===== src/design/vdm_pkg.sv =====
// Shared types and constants for the vector distance block.
// Used by every module of vector_distance_metrics; depends on nothing.
package vdm_pkg;

  localparam int unsigned MaxDimDef = 1024;
  localparam int unsigned QueueDepth = 4;

  localparam logic signed [63:0] AccMax = 64'sh3FFF_FFFF_FFFF_FFFF;
  localparam logic signed [63:0] AccMin = 64'shC000_0000_0000_0000;
  localparam logic signed [63:0] OneQ24 = 64'sd16777216;

  typedef enum logic [1:0] {
    MET_L1   = 2'd0,
    MET_IP   = 2'd1,
    MET_L2SQ = 2'd2,
    MET_COS  = 2'd3
  } metric_e;

  localparam metric_e MetricReset = MET_L2SQ;

  typedef enum logic [2:0] {
    BK_ACC,
    BK_FIN,
    BK_NORM,
    BK_MUL,
    BK_SQRT,
    BK_DIV,
    BK_COS,
    BK_OUT
  } back_state_e;

  typedef struct packed {
    logic signed [15:0] a_elem;
    logic signed [15:0] b_elem;
    logic               last;
  } vdm_in_t;

  typedef struct packed {
    logic signed [62:0] distance;
    logic               saturated;
  } vdm_out_t;

  typedef struct packed {
    logic signed [15:0] a_elem;
    logic signed [15:0] b_elem;
    logic               last;
    logic               use_elem;
    metric_e            metric;
  } vdm_item_t;

endpackage


===== src/design/vdm_queue.sv =====
// Short queue between front and back ends of the distance block.
// Depends on vdm_pkg for the item type.
module vdm_queue #(
  parameter int unsigned DEPTH = vdm_pkg::QueueDepth
) (
  input  logic               clk_i,
  input  logic               rst_ni,
  input  logic               push_i,
  input  vdm_pkg::vdm_item_t item_i,
  output logic               full_o,
  input  logic               pop_i,
  output logic               valid_o,
  output vdm_pkg::vdm_item_t item_o
);

  localparam int unsigned AW = $clog2(DEPTH);

  vdm_pkg::vdm_item_t mem_q [DEPTH];
  logic [AW-1:0] wr_q, wr_d, rd_q, rd_d;
  logic [AW:0]   cnt_q, cnt_d;

  assign full_o  = cnt_q == (AW+1)'(DEPTH);
  assign valid_o = cnt_q != '0;
  assign item_o  = mem_q[rd_q];

  always_comb begin
    wr_d  = wr_q;
    rd_d  = rd_q;
    cnt_d = cnt_q;
    if (push_i) begin
      wr_d = (wr_q == AW'(DEPTH - 1)) ? '0 : wr_q + AW'(1);
    end
    if (pop_i) begin
      rd_d = (rd_q == AW'(DEPTH - 1)) ? '0 : rd_q + AW'(1);
    end
    if (push_i && !pop_i) begin
      cnt_d = cnt_q + (AW+1)'(1);
    end else if (pop_i && !push_i) begin
      cnt_d = cnt_q - (AW+1)'(1);
    end
  end

  always_ff @(posedge clk_i or negedge rst_ni) begin
    if (!rst_ni) begin
      wr_q  <= '0;
      rd_q  <= '0;
      cnt_q <= '0;
    end else begin
      wr_q  <= wr_d;
      rd_q  <= rd_d;
      cnt_q <= cnt_d;
    end
  end

  always_ff @(posedge clk_i) begin
    if (push_i) begin
      mem_q[wr_q] <= item_i;
    end
  end

endmodule


===== config.mk =====
export PLATFORM = sky130hd
export DESIGN_NAME = vdm_queue
export DESIGN_NICKNAME = d
export VERILOG_FILES = /design/src/design/vdm_pkg.sv /design/src/design/vdm_queue.sv
export SDC_FILE = /design/constraint.sdc
export NUM_CORES = 1
export LEC_CHECK = 0
export ABC_AREA = 1
export BUFFER_PORTS_ARGS = -buffer_cell sky130_fd_sc_hd__buf_2
export CELL_PAD_IN_SITES_DETAIL_PLACEMENT = 1
export CELL_PAD_IN_SITES_GLOBAL_PLACEMENT = 2
export CORE_UTILIZATION = 43
export CTS_CLUSTER_SIZE = 16
export DETAILED_ROUTE_END_ITERATION = 6
export PLACE_DENSITY_LB_ADDON = 0.3
export SYNTH_ARGS = -nofsm -noshare
export SYNTH_HDL_FRONTEND = slang
export SYNTH_SLANG_ARGS = --single-unit

===== constraint.sdc =====
create_clock -name clk_i -period 2.7 [get_ports clk_i]
set_input_delay 0 -clock clk_i [delete_from_list [all_inputs] [get_ports clk_i]]
set_output_delay 0 -clock clk_i [all_outputs]
set_load 0.02 [all_outputs]

==> out/qor.yml, run 1 <==
run_status:
  outcome: "complete, but fails checks"
  failed_checks: "design-rule violations"
critical_path:
  end_kind: "output port"
  crit_path_start: "rd_q[0]"
  crit_arrival_ns: 2.16
  r2r-start: "wr_q[0]"
  cp_max_fo: 37
  critPathKind: "flop to output port"
  reg2reg_slack_ns: 0.88
  required_ns: 2.70
  start_kind: "flop"
placement:
  place.gp.congestion: 0.7046
  dp.final_hpwl_mm: 7.691
  portBuffers: 77
clocking:
  tritoncts: "done"
  ctsLongestPathBuffers: 2
  numCtsBuffers: 17
  postCtsSetupRepairBufs: 0
  cts.sinks: 151
  clk_pin_slew_ns: 0.06
  clock_latency_ns: 0.42
  cts_resized: 0
  cts_root_buf: "clkbuf_16"
  htree_levels: 4
yosys:
  async_reset_ff_share_pct: 4.636
  synth_top_cell_by_area: "edfxtp_1"
  synthTopCellsByCount: "edfxtp_1 (144), nand2_1 (125), inv_1 (83)"
  synth_warnings: 0
  yosysMostFrequentCell: "edfxtp_1"
  synth_top_area_share_pct: 67.70
  avgSynthCellArea_sq_um: 13.53
  synthTopCellsByArea: "edfxtp_1 (68%), o211ai_2 (9.8%), nand2_1 (7.3%), inv_1 (4.9%), dfrtp_1 (2.7%)"
  synth_ff_type: "edfxtp_1"
  syn_nets: 519
  synth_edf_count: 144
  syn_area_sq_um: 6387
  syn-instance-count: 472
  ys_ff_latch: 151
  ys_seq_area_share_pct: 70.44
  synth_cell_types: 21
timing:
  grt_setup_unrepaired: "false"
  slew_viol_final: 0
  finalCritPeriodShare_pct: 80.17
  tightest_slew_ns: 0.9317
  finalSetupViolations: 0
  whs_ns: 0.3348
  tns_ns: 0
  period_needed_ns: 2.165
  final-hold-violation-count: 0
  skew_ns: 0.009288
  relSlewSlack_pct: 37.80
  fmax_mhz: 462.0
grt:
  gr-total-overflow: 0
  grt_usage_pct: 18.58
  grt_pass1_wl_mm: 20.62
  grt_pass1_vias: 4017
  antenna_found_initial: 0
  grt_start_max_net_pins: 76
detailed_routing:
  routedWlPerCell_microns: 16.93
  vias: 3870
  drc: 1
  finalWirelength_mm: 13.34
  via_per_inst: 4.911
  postRouteAntennaNets: 0
  first_pass_iters: 6
  initialDrtViolationCount: 190
hold_path:
  min_from: "item_i[0]"
  min_path_type: "input pin to flop"
layout:
  fillers: 1497
  syn2layout_area_growth_pct: 23.19
  antenna_cells: 0
  nets: 638
  layout-drive-gt1-share_pct: 27.32
power:
  power.density_nw_per_um2: 1054
  vdd_ir_drop_max_uv: 556.2
  p_leak_nw: 3.296
floorplan:
  die_h_microns: 123.9
  die_area_sq_um: 15350
  boundaryPins: 78
  rows: 44
  die_x_microns: 123.9
  core_sq_um: 14530
  initial_core_util_pct: 43.95
job:
  maxCapViolations: 0
power breakdown:
part	switching, W	internal (W)
clock	0.000864	0.00142
sequential	0.000148	0.00302
combinational	0.00195	0.000884
total	0.00297	0.00533
worst max-delay path, stage by stage (launching register included):
cell and delay (ns):
dfrtp_1 0.44, inv_4 0.35, buf_4 0.48, nand2_1 0.13, o211ai_2 0.09, nand2_1 0.08, buf_2 0.16
cell families after synthesis:
logic type	synth area share [%]
DFF	70.44
and+or+nand+nor	7.718
buffers and inverters	7.522
AOI/OAI and AO/OA	12.69
adders and majority gates	1.489
xor gates and xnor gates	0.1371
through the flow:
stage | instances | util (%) | total power, W | setup slack, ns | instance area (sq um)
finish | 788 | 54.14 | 0.008297 | 0.5355 | 7869
global route | 788 | 54.14 | 0.008747 | 0.3936 | 7869
CTS | 788 | 54.14 | 0.008399 | 0.5127 | 7869
detailed placement | 716 | 47.48 | 0.006060 | 0.8383 | 6900
global placement | 716 | 47.48 | 0.005942 | 0.9241 | 6900
floorplan | 472 | - | 0.005256 | 0.9390 | 6387
cell type report:
| type | instances | area (sq um) | share of cell area [%] |
|---|---|---|---|
| well taps | 184 | 230.2 | 2.926 |
| multi-input cells | 214 | 1408 | 17.89 |
| inverters | 85 | 326.6 | 4.150 |
| clock inverters | 14 | 138.9 | 1.765 |
| clock buffers | 18 | 429.2 | 5.454 |
| repair buffers | 122 | 835.8 | 10.62 |
| flip-flops and latches | 151 | 4501 | 57.20 |
timing repair:
| item | CTS | global route |
|---|---|---|
| hold endpoints to repair | 155 | 0 |
| endpoints found under the setup margin | 0 | 0 |
| hold buffers | 40 | 0 |
flip-flops by register name (all words and copies together) (netlist names):
signal and cells:
mem_q 144, cnt_q 3, rd_q 2, wr_q 2
metal layers:
metal  up-vias  track usage [%]  wire (microns)
met5         -                0               0
li1       1877                -               -
met4         0            7.530             171
met3        14            3.571             369
met2        70            31.98            6961
met1      1909            22.94            5835
final timing paths:
check / endpoint / depth (start not counted)
max reg2reg: mem_q[2][30] / 4
min reg2reg: cnt_q[2] / 2
max in group asynchronous: rd_q[1] / 3
min in group asynchronous: cnt_q[1] / 3
max: item_o[9] / 6
min: mem_q[2][0] / 2
placed cells by master (no fill, tap or decap), types with 3 or more instances in the layout:
cell and count:
clkbuf_16 17, clkinv_1 5, edfxtp_1 144, nand2_1 125, inv_2 4, clkinv_2 6
dfrtp_1 6, bufinv_16 3, buf_2 77, ha_1 6, dlygate4sd3_1 40, o211ai_1 22
o211ai_2 50, inv_1 79, buf_4 4
No activity file was read; power rests on OpenSTA's default activity.
==> run 2: changes to the inputs <==
--- a/config.mk
+++ b/config.mk
@@ -9,7 +9,7 @@
 export BUFFER_PORTS_ARGS = -buffer_cell sky130_fd_sc_hd__buf_2
 export CELL_PAD_IN_SITES_DETAIL_PLACEMENT = 1
 export CELL_PAD_IN_SITES_GLOBAL_PLACEMENT = 2
-export CORE_UTILIZATION = 43
+export CORE_UTILIZATION = 36
 export CTS_CLUSTER_SIZE = 16
 export DETAILED_ROUTE_END_ITERATION = 6
 export PLACE_DENSITY_LB_ADDON = 0.3
==> constraint.sdc (replaced) <==
create_clock -name clk_i -period 1.77 [get_ports clk_i]
set_input_delay 0 -clock clk_i [delete_from_list [all_inputs] [get_ports clk_i]]
set_output_delay 0 -clock clk_i [all_outputs]
set_load 0.02 [all_outputs]
==> run 2 against run 1 <==
Against the previous run:
- the flow now finishes without violations
- design area increased by 2.5%
- die area up 19%
- sequential power increased by 52%
- clock power increased by 45%
- combinational power rose by 64%
- utilization shrank 7.5 points
- first-iteration DRC count is 6.8% higher
- flip-flop and latch count is the same
- non-clock buffer count increased by 11
- register-to-register slack lost 0.46 ns
- via count increased by 1.3%
- largest power group unchanged
==> out/qor.yml, run 2 (synthesis results as in run 1) <==
power:
  clockPowerShare_pct: 25.9
  power.density_nw_per_um2: 1586
  sw_frac_of_total_pct: 36.77
  combPwrFrac_pct: 36.4
  vdd_ir_drop_max_uv: 839.7
  p_leak_nw: 3.347
  power_frac_seq_pct: 37.8
  switching_power_w: 0.004703
  p_int_w: 0.008090
timing:
  relSlewSlack_pct: 74.88
  grt_setup_unrepaired: "true"
  period_needed_ns: 1.697
  final-hold-violation-count: 0
  finalSetupViolations: 0
  tightest_slew_ns: 0.3769
  finalCritPeriodShare_pct: 95.89
  fmax_mhz: 589.2
  whs_ns: 0.3356
  slew_viol_final: 0
  skew_ns: 0.006675
critical_path:
  crit_arrival_ns: 1.70
  cp_max_fo: 35
  reg2reg_depth: 5
  start_kind: "flop"
  end_kind: "output port"
  critPathKind: "flop to output port"
  required_ns: 1.77
layout:
  final_area_sq_um: 8068
  syn2layout_area_growth_pct: 26.31
  final_common_cell: "edfxtp_1"
  ff_latch_area_sq_um: 4502
  nets: 650
  largestRegisters: "mem_q (144), cnt_q (3)"
  layout-drive-gt1-share_pct: 29.22
  fin_util_pct: 46.64
  largest-register: "mem_q"
  mostFrequentLayoutCells: "edfxtp_1 (144), nand2_1 (125), inv_1 (79), buf_2 (77), o211ai_2 (50)"
  fillers: 1803
  largest_register_ffs: 144
  antenna_cells: 0
  multiInputGateArea_sq_um: 1408
grt:
  antenna_found_initial: 0
  gr-total-overflow: 0
  grt_pass1_vias: 4236
  grt_start_max_net_pins: 38
  grt_pass1_wl_mm: 22.51
  grt_usage_pct: 16.80
clocking:
  numCtsBuffers: 17
  tritoncts: "done"
  cts_root_buf: "clkbuf_16"
  ctsLongestPathBuffers: 2
  cts.sinks: 151
  clk_pin_slew_ns: 0.06
  clock_latency_ns: 0.42
  htree_levels: 4
run_status:
  outcome: "completed"
hold_path:
  min_path_type: "input pin to flop"
  whs_path_depth: 2
floorplan:
  boundaryPins: 78
  die_h_microns: 135.2
  initial_core_util_pct: 36.93
  die_area_sq_um: 18280
  core_sq_um: 17300
  die_x_microns: 135.2
  rows: 48
detailed_routing:
  vias: 3920
  dr_wl_met3_microns: 501
  drc: 0
  finalWirelength_mm: 13.93
  routedWlPerCell_microns: 16.57
  initialDrtViolationCount: 203
  via_per_inst: 4.661
  met2_length_mm: 6.991
  first_pass_iters: 6
  postRouteAntennaNets: 0
  routed.top_layer: "met4"
  m1WireLength_mm: 6.245
job:
  maxCapViolations: 0
placement:
  portBuffers: 77
  place.gp.congestion: 0.6847
  dp.final_hpwl_mm: 8.706
  dpl_cell_area_sq_um: 7104
[run 2: per-layer routing]
layer,GRT usage [%],vias up
li1,-,1897
met1,20.56,1933
met2,28.32,75
met3,4.302,15
met4,6.679,0
met5,0,-
[run 2: layout make-up]
cell class / count / share of cell area, %
inverters: 85 / 4.110
repair buffers: 133 / 12.41
flip-flops and latches: 151 / 55.80
clock inverters: 13 / 1.334
repair inverters: 1 / 0.04653
clock buffers: 19 / 5.366
multi-input cells: 214 / 17.45
well taps: 225 / 3.489
[run 2: worst paths after layout]
check / from / end / slack (ns)
min in group asynchronous: rst_ni / cnt_q[1] / 0.54
hold reg to reg: cnt_q[2] / cnt_q[2] / 0.49
hold / removal: item_i[10] / mem_q[2][10] / 0.34
setup reg to reg: wr_q[0] / mem_q[0][14] / 0.42
setup / recovery: rd_q[0] / item_o[28] / 0.07
max in group asynchronous: rst_ni / rd_q[1] / 0.96
[run 2: critical path, cell delays in order, from the launching register on]
cell and delay, ns:
dfrtp_2 0.46, inv_6 0.15, buf_12 0.22, nand2_1 0.07, o211ai_1 0.10, nand2_1 0.10
buf_2 0.17
[run 2: timing repair]
action	4_1_cts	5_1_grt
setup buffers	1	0
hold buffers	40	0
cloned	1	0
resized for setup	1	3
setup endpoints to repair	24	25
hold endpoints to repair	155	0
[run 2: power by group through the flow]
stage	combinational, W	sequential [W]	clock [W]
floorplan	0.00318	0.00484	0
global placement	0.00451	0.00486	0
detailed placement	0.00464	0.00490	0
CTS	0.00477	0.00484	0.00340
global route	0.00513	0.00490	0.00353
finish	0.00465	0.00483	0.00331
[run 2: through the flow]
stage / TNS, ns / std cells / power (W) / worst slack, ns
5_1_grt: -0.1633 / 841 / 0.01356 / -0.02475
6_report: 0 / 841 / 0.01279 / 0.07281
3_5_place_dp: 0 / 767 / 0.009538 / 0.4029
3_3_place_gp: 0 / 767 / 0.009368 / 0.4501
2_1_floorplan: 0 / 472 / 0.008018 / 0.009027
4_1_cts: 0 / 841 / 0.01300 / 0.01960
