**config.mk**
```make
export PLATFORM = sky130hd
export DESIGN_NAME = vdm_front
export DESIGN_NICKNAME = d
export VERILOG_FILES = /design/src/design/vdm_pkg.sv /design/src/design/vdm_front.sv
export SDC_FILE = /design/constraint.sdc
export NUM_CORES = 1
export LEC_CHECK = 0
export ABC_AREA = 1
export BUFFER_PORTS_ARGS = -buffer_cell sky130_fd_sc_hd__buf_2
export CAP_MARGIN = 20
export CORE_MARGIN = 4
export CORE_UTILIZATION = 42
export DETAILED_ROUTE_END_ITERATION = 7
export PLACE_DENSITY = 0.91
export SKIP_CTS_REPAIR_TIMING = 1
export SLEW_MARGIN = 20
export SYNTH_ARGS = -nofsm -noshare
export SYNTH_HDL_FRONTEND = slang
export SYNTH_SLANG_ARGS = --single-unit
```
**constraint.sdc**
```tcl
create_clock -name clk_i -period 2.6 [get_ports clk_i]
set_input_delay 0.65 -clock clk_i [delete_from_list [all_inputs] [get_ports clk_i]]
set_output_delay 0.65 -clock clk_i [all_outputs]
set_load 0.03 [all_outputs]
```
**src/design/vdm_pkg.sv**
```systemverilog
// Shared types and constants for the vector distance block.
// Used by every module of vector_distance_metrics; depends on nothing.
package vdm_pkg;

  localparam int unsigned MaxDimDef = 1024;
  localparam int unsigned QueueDepth = 4;

  localparam logic signed [63:0] AccMax = 64'sh3FFF_FFFF_FFFF_FFFF;
  localparam logic signed [63:0] AccMin = 64'shC000_0000_0000_0000;
  localparam logic signed [63:0] OneQ24 = 64'sd16777216;

  typedef enum logic [1:0] {
    MET_L1   = 2'd0,
    MET_IP   = 2'd1,
    MET_L2SQ = 2'd2,
    MET_COS  = 2'd3
  } metric_e;

  localparam metric_e MetricReset = MET_L2SQ;

  typedef enum logic [2:0] {
    BK_ACC,
    BK_FIN,
    BK_NORM,
    BK_MUL,
    BK_SQRT,
    BK_DIV,
    BK_COS,
    BK_OUT
  } back_state_e;

  typedef struct packed {
    logic signed [15:0] a_elem;
    logic signed [15:0] b_elem;
    logic               last;
  } vdm_in_t;

  typedef struct packed {
    logic signed [62:0] distance;
    logic               saturated;
  } vdm_out_t;

  typedef struct packed {
    logic signed [15:0] a_elem;
    logic signed [15:0] b_elem;
    logic               last;
    logic               use_elem;
    metric_e            metric;
  } vdm_item_t;

endpackage

```
**src/design/vdm_front.sv**
```systemverilog
// Front end: metric register, element counting and tagging of each transaction.
// Depends on vdm_pkg; feeds vdm_queue.
module vdm_front #(
  parameter int unsigned MAX_DIM = vdm_pkg::MaxDimDef
) (
  input  logic                clk_i,
  input  logic                rst_ni,
  input  logic                in_valid_i,
  output logic                in_stall_o,
  input  vdm_pkg::vdm_in_t    in_data_i,
  input  logic                cfg_valid_i,
  output logic                cfg_ready_o,
  input  logic [1:0]          cfg_data_i,
  input  logic                q_full_i,
  output logic                q_push_o,
  output vdm_pkg::vdm_item_t  q_item_o
);

  localparam int unsigned CntW = $clog2(MAX_DIM + 1);

  vdm_pkg::metric_e metric_q, metric_d;
  logic [CntW-1:0]  count_q, count_d;
  logic             use_elem;

  assign cfg_ready_o = 1'b1;
  assign in_stall_o  = q_full_i;
  assign q_push_o    = in_valid_i && !q_full_i;
  assign use_elem    = count_q < CntW'(MAX_DIM);

  always_comb begin
    q_item_o.a_elem   = in_data_i.a_elem;
    q_item_o.b_elem   = in_data_i.b_elem;
    q_item_o.last     = in_data_i.last;
    q_item_o.use_elem = use_elem;
    q_item_o.metric   = metric_q;
    metric_d = metric_q;
    if (cfg_valid_i) begin
      metric_d = vdm_pkg::metric_e'(cfg_data_i);
    end
    count_d = count_q;
    if (q_push_o) begin
      if (in_data_i.last) begin
        count_d = '0;
      end else if (use_elem) begin
        count_d = count_q + CntW'(1);
      end
    end
  end

  always_ff @(posedge clk_i or negedge rst_ni) begin
    if (!rst_ni) begin
      metric_q <= vdm_pkg::MetricReset;
      count_q  <= '0;
    end else begin
      metric_q <= metric_d;
      count_q  <= count_d;
    end
  end

endmodule

```
==> results of run 1 <==
-- logic make-up (layout without fill, tap and decap cells) --
kind of cell	after synthesis	count (layout)	synth area share
buf+inv	50	30	0.330
mux	2	2	0.0225
compound gates	10	10	0.0551
other cells	1	1	0.00375
simple gates	55	55	0.249
flops	13	13	0.327
fa+ha+maj	1	1	0.0125
-- worst paths after layout --
| check | start | endpoint | depth (start not counted) | slack, ns |
|---|---|---|---|---|
| setup / recovery | q_full_i | q_push_o | 5 | 0.79 |
| hold / removal | rst_ni | count_q[5] | 1 | 0.24 |
| setup reg to reg | count_q[0] | count_q[6] | 6 | 1.30 |
| hold reg to reg | count_q[1] | count_q[1] | 2 | 0.51 |
| max in group asynchronous | rst_ni | metric_q[1] | 1 | 2.08 |
| min in group clk_i | count_q[1] | count_q[1] | 2 | 0.51 |
-- power groups by stage --
stage / combinational [mW] / clock [mW] / sequential (mW)
2_1_floorplan: 0.146 / 0 / 0.245
3_3_place_gp: 0.0765 / 0 / 0.239
3_5_place_dp: 0.0812 / 0 / 0.241
4_1_cts: 0.0816 / 0.130 / 0.237
5_1_grt: 0.0924 / 0.137 / 0.240
6_report: 0.0808 / 0.125 / 0.238
-- worst register-to-register path, delay by kind of cell (launching register included) --
family | cells | cell delay [ns]
AND/OR/NAND/NOR | 4 | 0.51
flip-flops | 1 | 0.39
adder cells (fa/ha/maj) | 1 | 0.21
buffers and inverters | 1 | 0.10
-- per-stage QoR --
step           std cells   util  hold slack [ns]  instance area, um2
3_3_place_gp         136  0.366            0.483                 818
3_5_place_dp         136  0.366            0.498                 818
6_report             140  0.378            0.243                 845
2_1_floorplan        132      -            0.354                1000
4_1_cts              140  0.378            0.244                 845
5_1_grt              140  0.378            0.256                 845
-- layout make-up --
class | instances | area [um2] | share of cell area
multi-input cells | 69 | 343 | 0.406
flip-flops and latches | 13 | 327 | 0.387
repair buffers | 13 | 65.1 | 0.0770
inverters | 13 | 48.8 | 0.0578
well taps | 28 | 35.0 | 0.0415
clock buffers | 4 | 26.3 | 0.0311
-- sequential cells by signal, indices dropped and copies added, names as in the netlist --
name	cells
metric_q	2
count_q	11
-- cells in the final DEF (no fill, tap or decap) --
cell      instances
ha_1              1
nor2_4            1
buf_2            13
nor3_2            1
nor2_2            2
inv_1            12
nand2_1          26
nand2_2           1
inv_2             1
clkbuf_4          3
a21oi_1           4
dfstp_2           1
nand3_1           9
clkbuf_1          1
dfrtp_1          12
o21ai_0           4
mux2_2            2
nand4_1           4
o21a_1            1
a21boi_1          1
conb_1            1
nor2_1           11
-- metal layers --
metal / up-vias / GRT usage / wire length [um]
li1: 336 / - / -
met5: - / 0 / 0
met2: 41 / 0.180 / 875
met1: 323 / 0.127 / 669
met3: 7 / 0.0598 / 152
met4: 0 / 0.0662 / 28
==> flow_summary.ini, run 1 <==
[outcome]
status = completed

[placed_design]
place_congestion = 0.860
portBuffers = 13
dp_slack_ns = 0.788
dp_hpwl_um = 1350

[final_layout]
num_antenna_cells = 0
post_route_cells_drive_above_1_share = 0.223
layout.nets = 154
n_fill_cell = 234
area_delta_synth_final_pct = -15.5

[grt]
grt_pass1_vias = 690
grt_max_degree = 15
grt_use_total = 0.116
grt_overflow_total = 0
grt_antenna_before_repair = 0
grt_pass1_wl_um = 3010

[drt]
drtPass1Iterations = 4
remaining_drc_errors = 0
wirelength_um = 1730
wl_per_cell_um = 12.3
vias_per_cell = 5.05
first_iter_violations = 16
num_vias = 707
detail-route-antenna-nets = 0

[timing]
setup_viol = 0
rsz0062_at_grt = no
setup_slack_ns = 0.794
drv_slew = 0
timing.setup.tns_ns = 0
finClkSkew_ns = 0.00616
finalCritPeriodShare = 0.694
hold_viol = 0
min_period_ns = 1.81
fmax_mhz = 554

[power]
powerDensity_mw_per_mm2 = 525
swShare = 0.306
design_power_total_uw = 444
intPower_uw = 308
comb_power_share = 0.182
switchingPower_uw = 136
seqPwrFrac = 0.536
vdd_drop_max_uv = 341
clkPwrFrac = 0.282
leakage_nw = 0.404

[cts]
cts_tree = done
insertion_delay_ns = 0.28
clockRootBuffer = clkbuf_4
clock_sinks = 13
htree_levels = 1
cts.path.max_buffers = 2
cts_buffers = 3
cts.clk_slew.worst_paths_ns = 0.08

[floorplanning]
die_h_um = 56.8
io_pins = 79
initial_core_util = 0.448
die_x_um = 56.8
std_cell_rows = 17
die-area_mm2 = 0.00322
core_mm2 = 0.00223

[synth]
synthCells = 132
synthTopCellsByCount = buf_4, nand2_1, dfrtp_1, inv_1, nor2_1
ys_top_cells_by_area = dfrtp_1, buf_4, nand2_1
synth_area_leader_cell = dfrtp_1
ys_seq_area_frac = 0.327
ys_warn_count = 0
yosysUniqueCellTypes = 21
syn_nets = 173
synthArstFlopShare = 1.00
avgSynthCellArea_um2 = 7.57
yosys.area.top_type_share = 0.300
ys_seq_elements = 13
syn-cell-area_um2 = 1000
yosysMostFrequentCell = buf_4
synth_edf_count = 0
synth_ff_type = dfrtp_1

[worst_setup_path]
cp_max_fo = 4
worstSetupEndpointType = primary output
critical_path.top_delay_family = buffers and inverters
worstPathRequired_ns = 1.95
path_cells = buf_2, inv_1, nand2_2, inv_1, buf_2
crit_type = input pin to primary output
critical_path_arrival_ns = 1.16
cp_slowest_cell = buf_2
crit_buf_inv = 4
setup.worst_path.start_class = input pin
crit_path_max_incr_delay_ns = 0.19

[hold_path]
hold_path_class = input pin to async pin

[run]
maxCapViolations = 0
(Power assumes the default switching activity.)
==> inputs of run 2 (changes only) <==
--- a/config.mk
+++ b/config.mk
@@ -9,9 +9,9 @@
 export BUFFER_PORTS_ARGS = -buffer_cell sky130_fd_sc_hd__buf_2
 export CAP_MARGIN = 20
 export CORE_MARGIN = 4
-export CORE_UTILIZATION = 42
+export CORE_UTILIZATION = 39
 export DETAILED_ROUTE_END_ITERATION = 7
-export PLACE_DENSITY = 0.91
+export PLACE_DENSITY = 0.86
 export SKIP_CTS_REPAIR_TIMING = 1
 export SLEW_MARGIN = 20
 export SYNTH_ARGS = -nofsm -noshare
==> constraint.sdc (replaced) <==
create_clock -name clk_i -period 1.85 [get_ports clk_i]
set_input_delay 0.4625 -clock clk_i [delete_from_list [all_inputs] [get_ports clk_i]]
set_output_delay 0.4625 -clock clk_i [all_outputs]
set_load 0.03 [all_outputs]
==> run 2 against run 1 <==
Against the previous run: utilization is 3.3 points lower; global-route usage is 1.9 points lower; final cell count is 1.4% higher; non-clock buffer count stayed put; first-iteration DRC count is 25% lower; count of clock-buffer cells in the layout stayed put; worst hold slack worse by 0.19 ns; clock skew is 0.00068 ns lower; design area is 0.30% higher; combinational power is 36% higher.
==> flow_summary.ini, run 2 (synthesis results as in run 1) <==
[outcome]
status = completed

[grt]
grt_overflow_total = 0
grt_pass1_vias = 611
grt_pass1_wl_um = 2560
grt_max_degree = 15
grt_antenna_before_repair = 0
grt_use_total = 0.0976

[cts]
insertion_delay_ns = 0.28
clockRootBuffer = clkbuf_4
clock_sinks = 13
cts.clk_slew.worst_paths_ns = 0.08
cts.path.max_buffers = 2
cts_tree = done
htree_levels = 1
cts_buffers = 3

[floorplanning]
core_mm2 = 0.00245
die_h_um = 58.6
die_x_um = 58.6
io_pins = 79
die-area_mm2 = 0.00344
initial_core_util = 0.407
std_cell_rows = 18

[worst_setup_path]
crit_type = flip-flop to primary output
reg2reg_to = count_q[4]
path_cells = buf_2
worstPathRequired_ns = 1.39
cp_max_fo = 2
crit_path_max_incr_delay_ns = 0.53
r2r_start = count_q[0]
worstSetupEndpointType = primary output
critical_path.top_delay_family = flip-flops
setup.worst_path.start_class = flip-flop
crit_buf_inv = 1
reg2reg_depth = 6
cp_slowest_cell = dfstp_2
r2r_setup_slack_ns = 0.61
critical_path_arrival_ns = 1.00

[timing]
rsz0062_at_grt = no
hold_slack_ns = 0.0515
finClkSkew_ns = 0.00547
hold_viol = 0
drv_slew = 0
finalCritPeriodShare = 0.788
setup_viol = 0
fmax_mhz = 686
min_period_ns = 1.46
timing.setup.tns_ns = 0

[power]
leakage_nw = 0.404
clkPwrFrac = 0.287
intPower_uw = 433
vdd_drop_max_uv = 330
powerDensity_mw_per_mm2 = 732
swShare = 0.302
comb_power_share = 0.177
seqPwrFrac = 0.537
switchingPower_uw = 187

[drt]
remaining_drc_errors = 0
detail-route-antenna-nets = 0
drtPass1Iterations = 4
wl_per_cell_um = 10.0
wirelength_um = 1420
vias_per_cell = 4.68
num_vias = 665
first_iter_violations = 12

[final_layout]
reg_top3 = count_q: 11 flops, metric_q: 2 flops
num_antenna_cells = 0
layout.nets = 154
largest_reg_flops = 11
area_delta_synth_final_pct = -15.3
final_common_cell = nand2_1
regMostFlops = count_q
n_fill_cell = 249
post_route_cells_drive_above_1_share = 0.223
layout_common_cells = nand2_1, buf_2, inv_1, dfrtp_1, nor2_1

[placed_design]
portBuffers = 13
dp_hpwl_um = 1120
place_congestion = 0.775

[hold_path]
hold_path_class = input pin to async pin

[run]
maxCapViolations = 0
[run 2: power by group through the flow]
stage | clock, mW | combinational (mW) | sequential [mW]
6_report | 0.178 | 0.110 | 0.333
5_1_grt | 0.197 | 0.124 | 0.337
4_1_cts | 0.191 | 0.112 | 0.332
3_5_place_dp | 0 | 0.111 | 0.338
3_3_place_gp | 0 | 0.108 | 0.337
2_1_floorplan | 0 | 0.205 | 0.344
[run 2: stage by stage]
step | instance area (um2) | power [mW] | utilization | setup slack [ns] | cells
floorplan | 1000 | 0.549 | - | 0.585 | 132
global placement | 821 | 0.445 | 0.334 | 0.432 | 138
detailed placement | 821 | 0.449 | 0.334 | 0.426 | 138
CTS | 847 | 0.635 | 0.345 | 0.367 | 142
global route | 847 | 0.658 | 0.345 | 0.362 | 142
finish | 847 | 0.620 | 0.345 | 0.391 | 142
[run 2: routing by layer]
layer	part of all wire	GRT usage
met5	0	0
met4	0.013	0.0712
met2	0.47	0.139
met1	0.44	0.119
met3	0.067	0.0373
[run 2: cell type report]
class / count / area (um2) / share of cell area
clock buffer: 4 / 26.3 / 0.0310
inverter: 13 / 48.8 / 0.0576
multi-input combinational: 69 / 343 / 0.405
sequential: 13 / 327 / 0.386
tap: 30 / 37.5 / 0.0443
timing repair buffer: 13 / 65.1 / 0.0768
[run 2: worst max-delay path by stage]
stage	slack [ns]	end	cells after the start	start
5_1_grt	0.36	q_item_o[1]	1	metric_q[1]
2_1_floorplan	0.59	q_push_o	3	q_full_i
3_3_place_gp	0.43	q_push_o	5	q_full_i
4_1_cts	0.37	q_item_o[1]	1	metric_q[1]
6_report	0.39	q_item_o[1]	1	metric_q[1]
3_5_place_dp	0.43	q_push_o	5	q_full_i
==> inputs of run 3 (changes only) <==
--- a/config.mk
+++ b/config.mk
@@ -5,13 +5,13 @@
 export SDC_FILE = /design/constraint.sdc
 export NUM_CORES = 1
 export LEC_CHECK = 0
-export ABC_AREA = 1
+export ABC_AREA = 0
 export BUFFER_PORTS_ARGS = -buffer_cell sky130_fd_sc_hd__buf_2
 export CAP_MARGIN = 20
 export CORE_MARGIN = 4
-export CORE_UTILIZATION = 39
+export CORE_UTILIZATION = 38
 export DETAILED_ROUTE_END_ITERATION = 7
-export PLACE_DENSITY = 0.86
+export PLACE_DENSITY = 0.85
 export SKIP_CTS_REPAIR_TIMING = 1
 export SLEW_MARGIN = 20
 export SYNTH_ARGS = -nofsm -noshare
==> constraint.sdc (replaced) <==
create_clock -name clk_i -period 1.5 [get_ports clk_i]
set_input_delay 0.375 -clock clk_i [delete_from_list [all_inputs] [get_ports clk_i]]
set_output_delay 0.375 -clock clk_i [all_outputs]
set_load 0.03 [all_outputs]
==> run 3 against run 2 <==
Against the previous run: the run now ends with setup timing left; design area up 6.1%; clock power up 26%; count of clock-buffer cells in the layout unchanged; via count up 1.4%; flip-flop and latch count unchanged; sequential share of layout area down 2.1 points; worst hold slack better by 0.28 ns; final cell count down 13%; clock skew about the same; power up 53%; critical path depth up 4; die area down 1.1%; critical endpoint is now count_q[8]; largest cell class unchanged.
==> flow_summary.ini, run 3 <==
[power]
powerDensity_mw_per_mm2 = 1060
seqPwrFrac = 0.484
design_power_total_uw = 951
comb_power_share = 0.280
vdd_drop_max_uv = 577
intPower_uw = 639
clkPwrFrac = 0.236
swShare = 0.328
switchingPower_uw = 312
leakage_nw = 0.402

[worst_setup_path]
setup.worst_path.start_class = flip-flop
cp_slowest_cell = or4_4
worstSetupEndpointType = flip-flop
path_cells = ha_2, nand3_2, or2_1, or4_4, a21oi_2
critical_path_arrival_ns = 1.72
cp_max_fo = 2
crit_type = flip-flop to flip-flop
crit_path_max_incr_delay_ns = 0.42
critical_path.top_delay_family = simple AND/OR/NAND/NOR gates
worstPathRequired_ns = 1.71
crit_buf_inv = 0

[synth]
synth_edf_count = 0
synthTopCellsByCount = buf_4, dfrtp_1, nor2_1
synthArstFlopShare = 1.00
yosysUniqueCellTypes = 34
syn-cell-area_um2 = 962
synth_area_leader_cell = dfrtp_1
synth_compound_area_frac = 0.0871
synth-simple-area-share = 0.196
synthCells = 109
ys_top_cells_by_area = dfrtp_1, buf_4, dfstp_2
yosys.area.top_type_share = 0.312
synth_fa_ha_area_frac = 0.0130
synth_xor_xnor_area_share = 0.0364
yosysMostFrequentCell = buf_4
syn_nets = 150
ys_seq_area_frac = 0.339
ys_warn_count = 0
synth_ff_type = dfrtp_1
synth_top_family_by_area = buffers and inverters
ys_seq_elements = 13
synthMuxAreaShare = 0.0234
avgSynthCellArea_um2 = 8.83

[drt]
first_iter_violations = 22
wirelength_um = 1950
detail-route-antenna-nets = 0
vias_per_cell = 5.44
num_vias = 674
wl_per_cell_um = 15.7
drtPass1Iterations = 4
remaining_drc_errors = 0

[timing]
rsz0062_at_grt = yes
finClkSkew_ns = 0.00527
setup_slack_ns = -0.00246
fmax_mhz = 666
hold_viol = 0
min_period_ns = 1.50
hold_slack_ns = 0.332
finalCritPeriodShare = 1.00
setup_viol = 1
drv_slew = 0
timing.setup.tns_ns = -0.00246

[final_layout]
layout_common_cells = buf_2, dfrtp_1, nor2_1
reg_top3 = count_q: 11 flops, metric_q: 2 flops
num_antenna_cells = 0
layout.nets = 138
final_common_cell = buf_2
largest_reg_flops = 11
regMostFlops = count_q
area_delta_synth_final_pct = -6.63
post_route_cells_drive_above_1_share = 0.385
instances_no_fill = 124

[grt]
grt_pass1_wl_um = 2970
grt_busiest_layer = met2
grt_use_total = 0.115
grt_pass1_vias = 672
grt_antenna_before_repair = 0
grt_max_degree = 14
grtUsageMet1 = 0.136
grt_overflow_total = 0
use_met3 = 0.0526
use_met2 = 0.163

[run]
maxCapViolations = 0

[floorplanning]
core_mm2 = 0.00232
initial_core_util = 0.415
die_x_um = 58.3
die-area_mm2 = 0.00340
io_pins = 79
die_h_um = 58.3
std_cell_rows = 17

[cts]
clock_sinks = 13
clockRootBuffer = clkbuf_4
htree_levels = 1
insertion_delay_ns = 0.28
cts_buffers = 3
cts.clk_slew.worst_paths_ns = 0.08
cts.path.max_buffers = 2
cts_tree = done

[outcome]
status = finished, violations left
violations = setup timing

[placed_design]
place_congestion = 0.851
dp_slack_ns = -0.0171
portBuffers = 13
dp_cells = 118
dp_hpwl_um = 1350

[hold_path]
hold_path_class = input pin to flip-flop
==> run 3: area by class of cell <==
| type | count | area [um2] |
|---|---|---|
| Fill cell | 234 | 1420 |
| Multi-Input combinational cell | 55 | 372 |
| Sequential cell | 13 | 328 |
| Timing Repair Buffer | 20 | 123 |
| Tap cell | 28 | 35.0 |
| Clock buffer | 4 | 26.3 |
| Inverter | 4 | 15.0 |
==> run 3: per-layer routing <==
layer,routed length (um),up-vias
li1,-,302
met1,756,317
met2,914,37
met3,207,18
met4,68,0
met5,0,-
==> run 3: power groups by stage <==
stage / clock network [mW] / logic, mW / registers, mW
floorplan: 0 / 0.280 / 0.467
finish: 0.224 / 0.266 / 0.461
global route: 0.254 / 0.290 / 0.470
detailed placement: 0 / 0.229 / 0.461
global placement: 0 / 0.220 / 0.454
CTS: 0.229 / 0.228 / 0.458
==> run 3: kinds of logic after synthesis <==
family                   Yosys count
other                              1
AO/OA/AOI/OAI                     14
buffers and inverters             41
AND/OR/NAND/NOR                   33
multiplexers                       2
XOR/XNOR                           4
flip-flops                        13
adder cells (fa/ha/maj)            1
==> run 3: final timing paths <==
check,from,end,cells past startpoint,slack (ns)
max reg2reg,count_q[0],count_q[8],5,-0.002
max,count_q[0],count_q[8],5,-0.002
min in group asynchronous,rst_ni,count_q[1],2,0.50
min,cfg_data_i[0],metric_q[0],2,0.33
min reg2reg,metric_q[0],metric_q[0],1,0.53
max in group asynchronous,rst_ni,metric_q[1],2,0.71
==> run 3: metrics by stage <==
| stage | utilization | area, um2 |
|---|---|---|
| final | 0.387 | 898 |
| after global routing | 0.387 | 898 |
| after CTS | 0.368 | 852 |
| after detailed placement | 0.356 | 826 |
| after global placement | 0.356 | 826 |
| after floorplan | - | 962 |
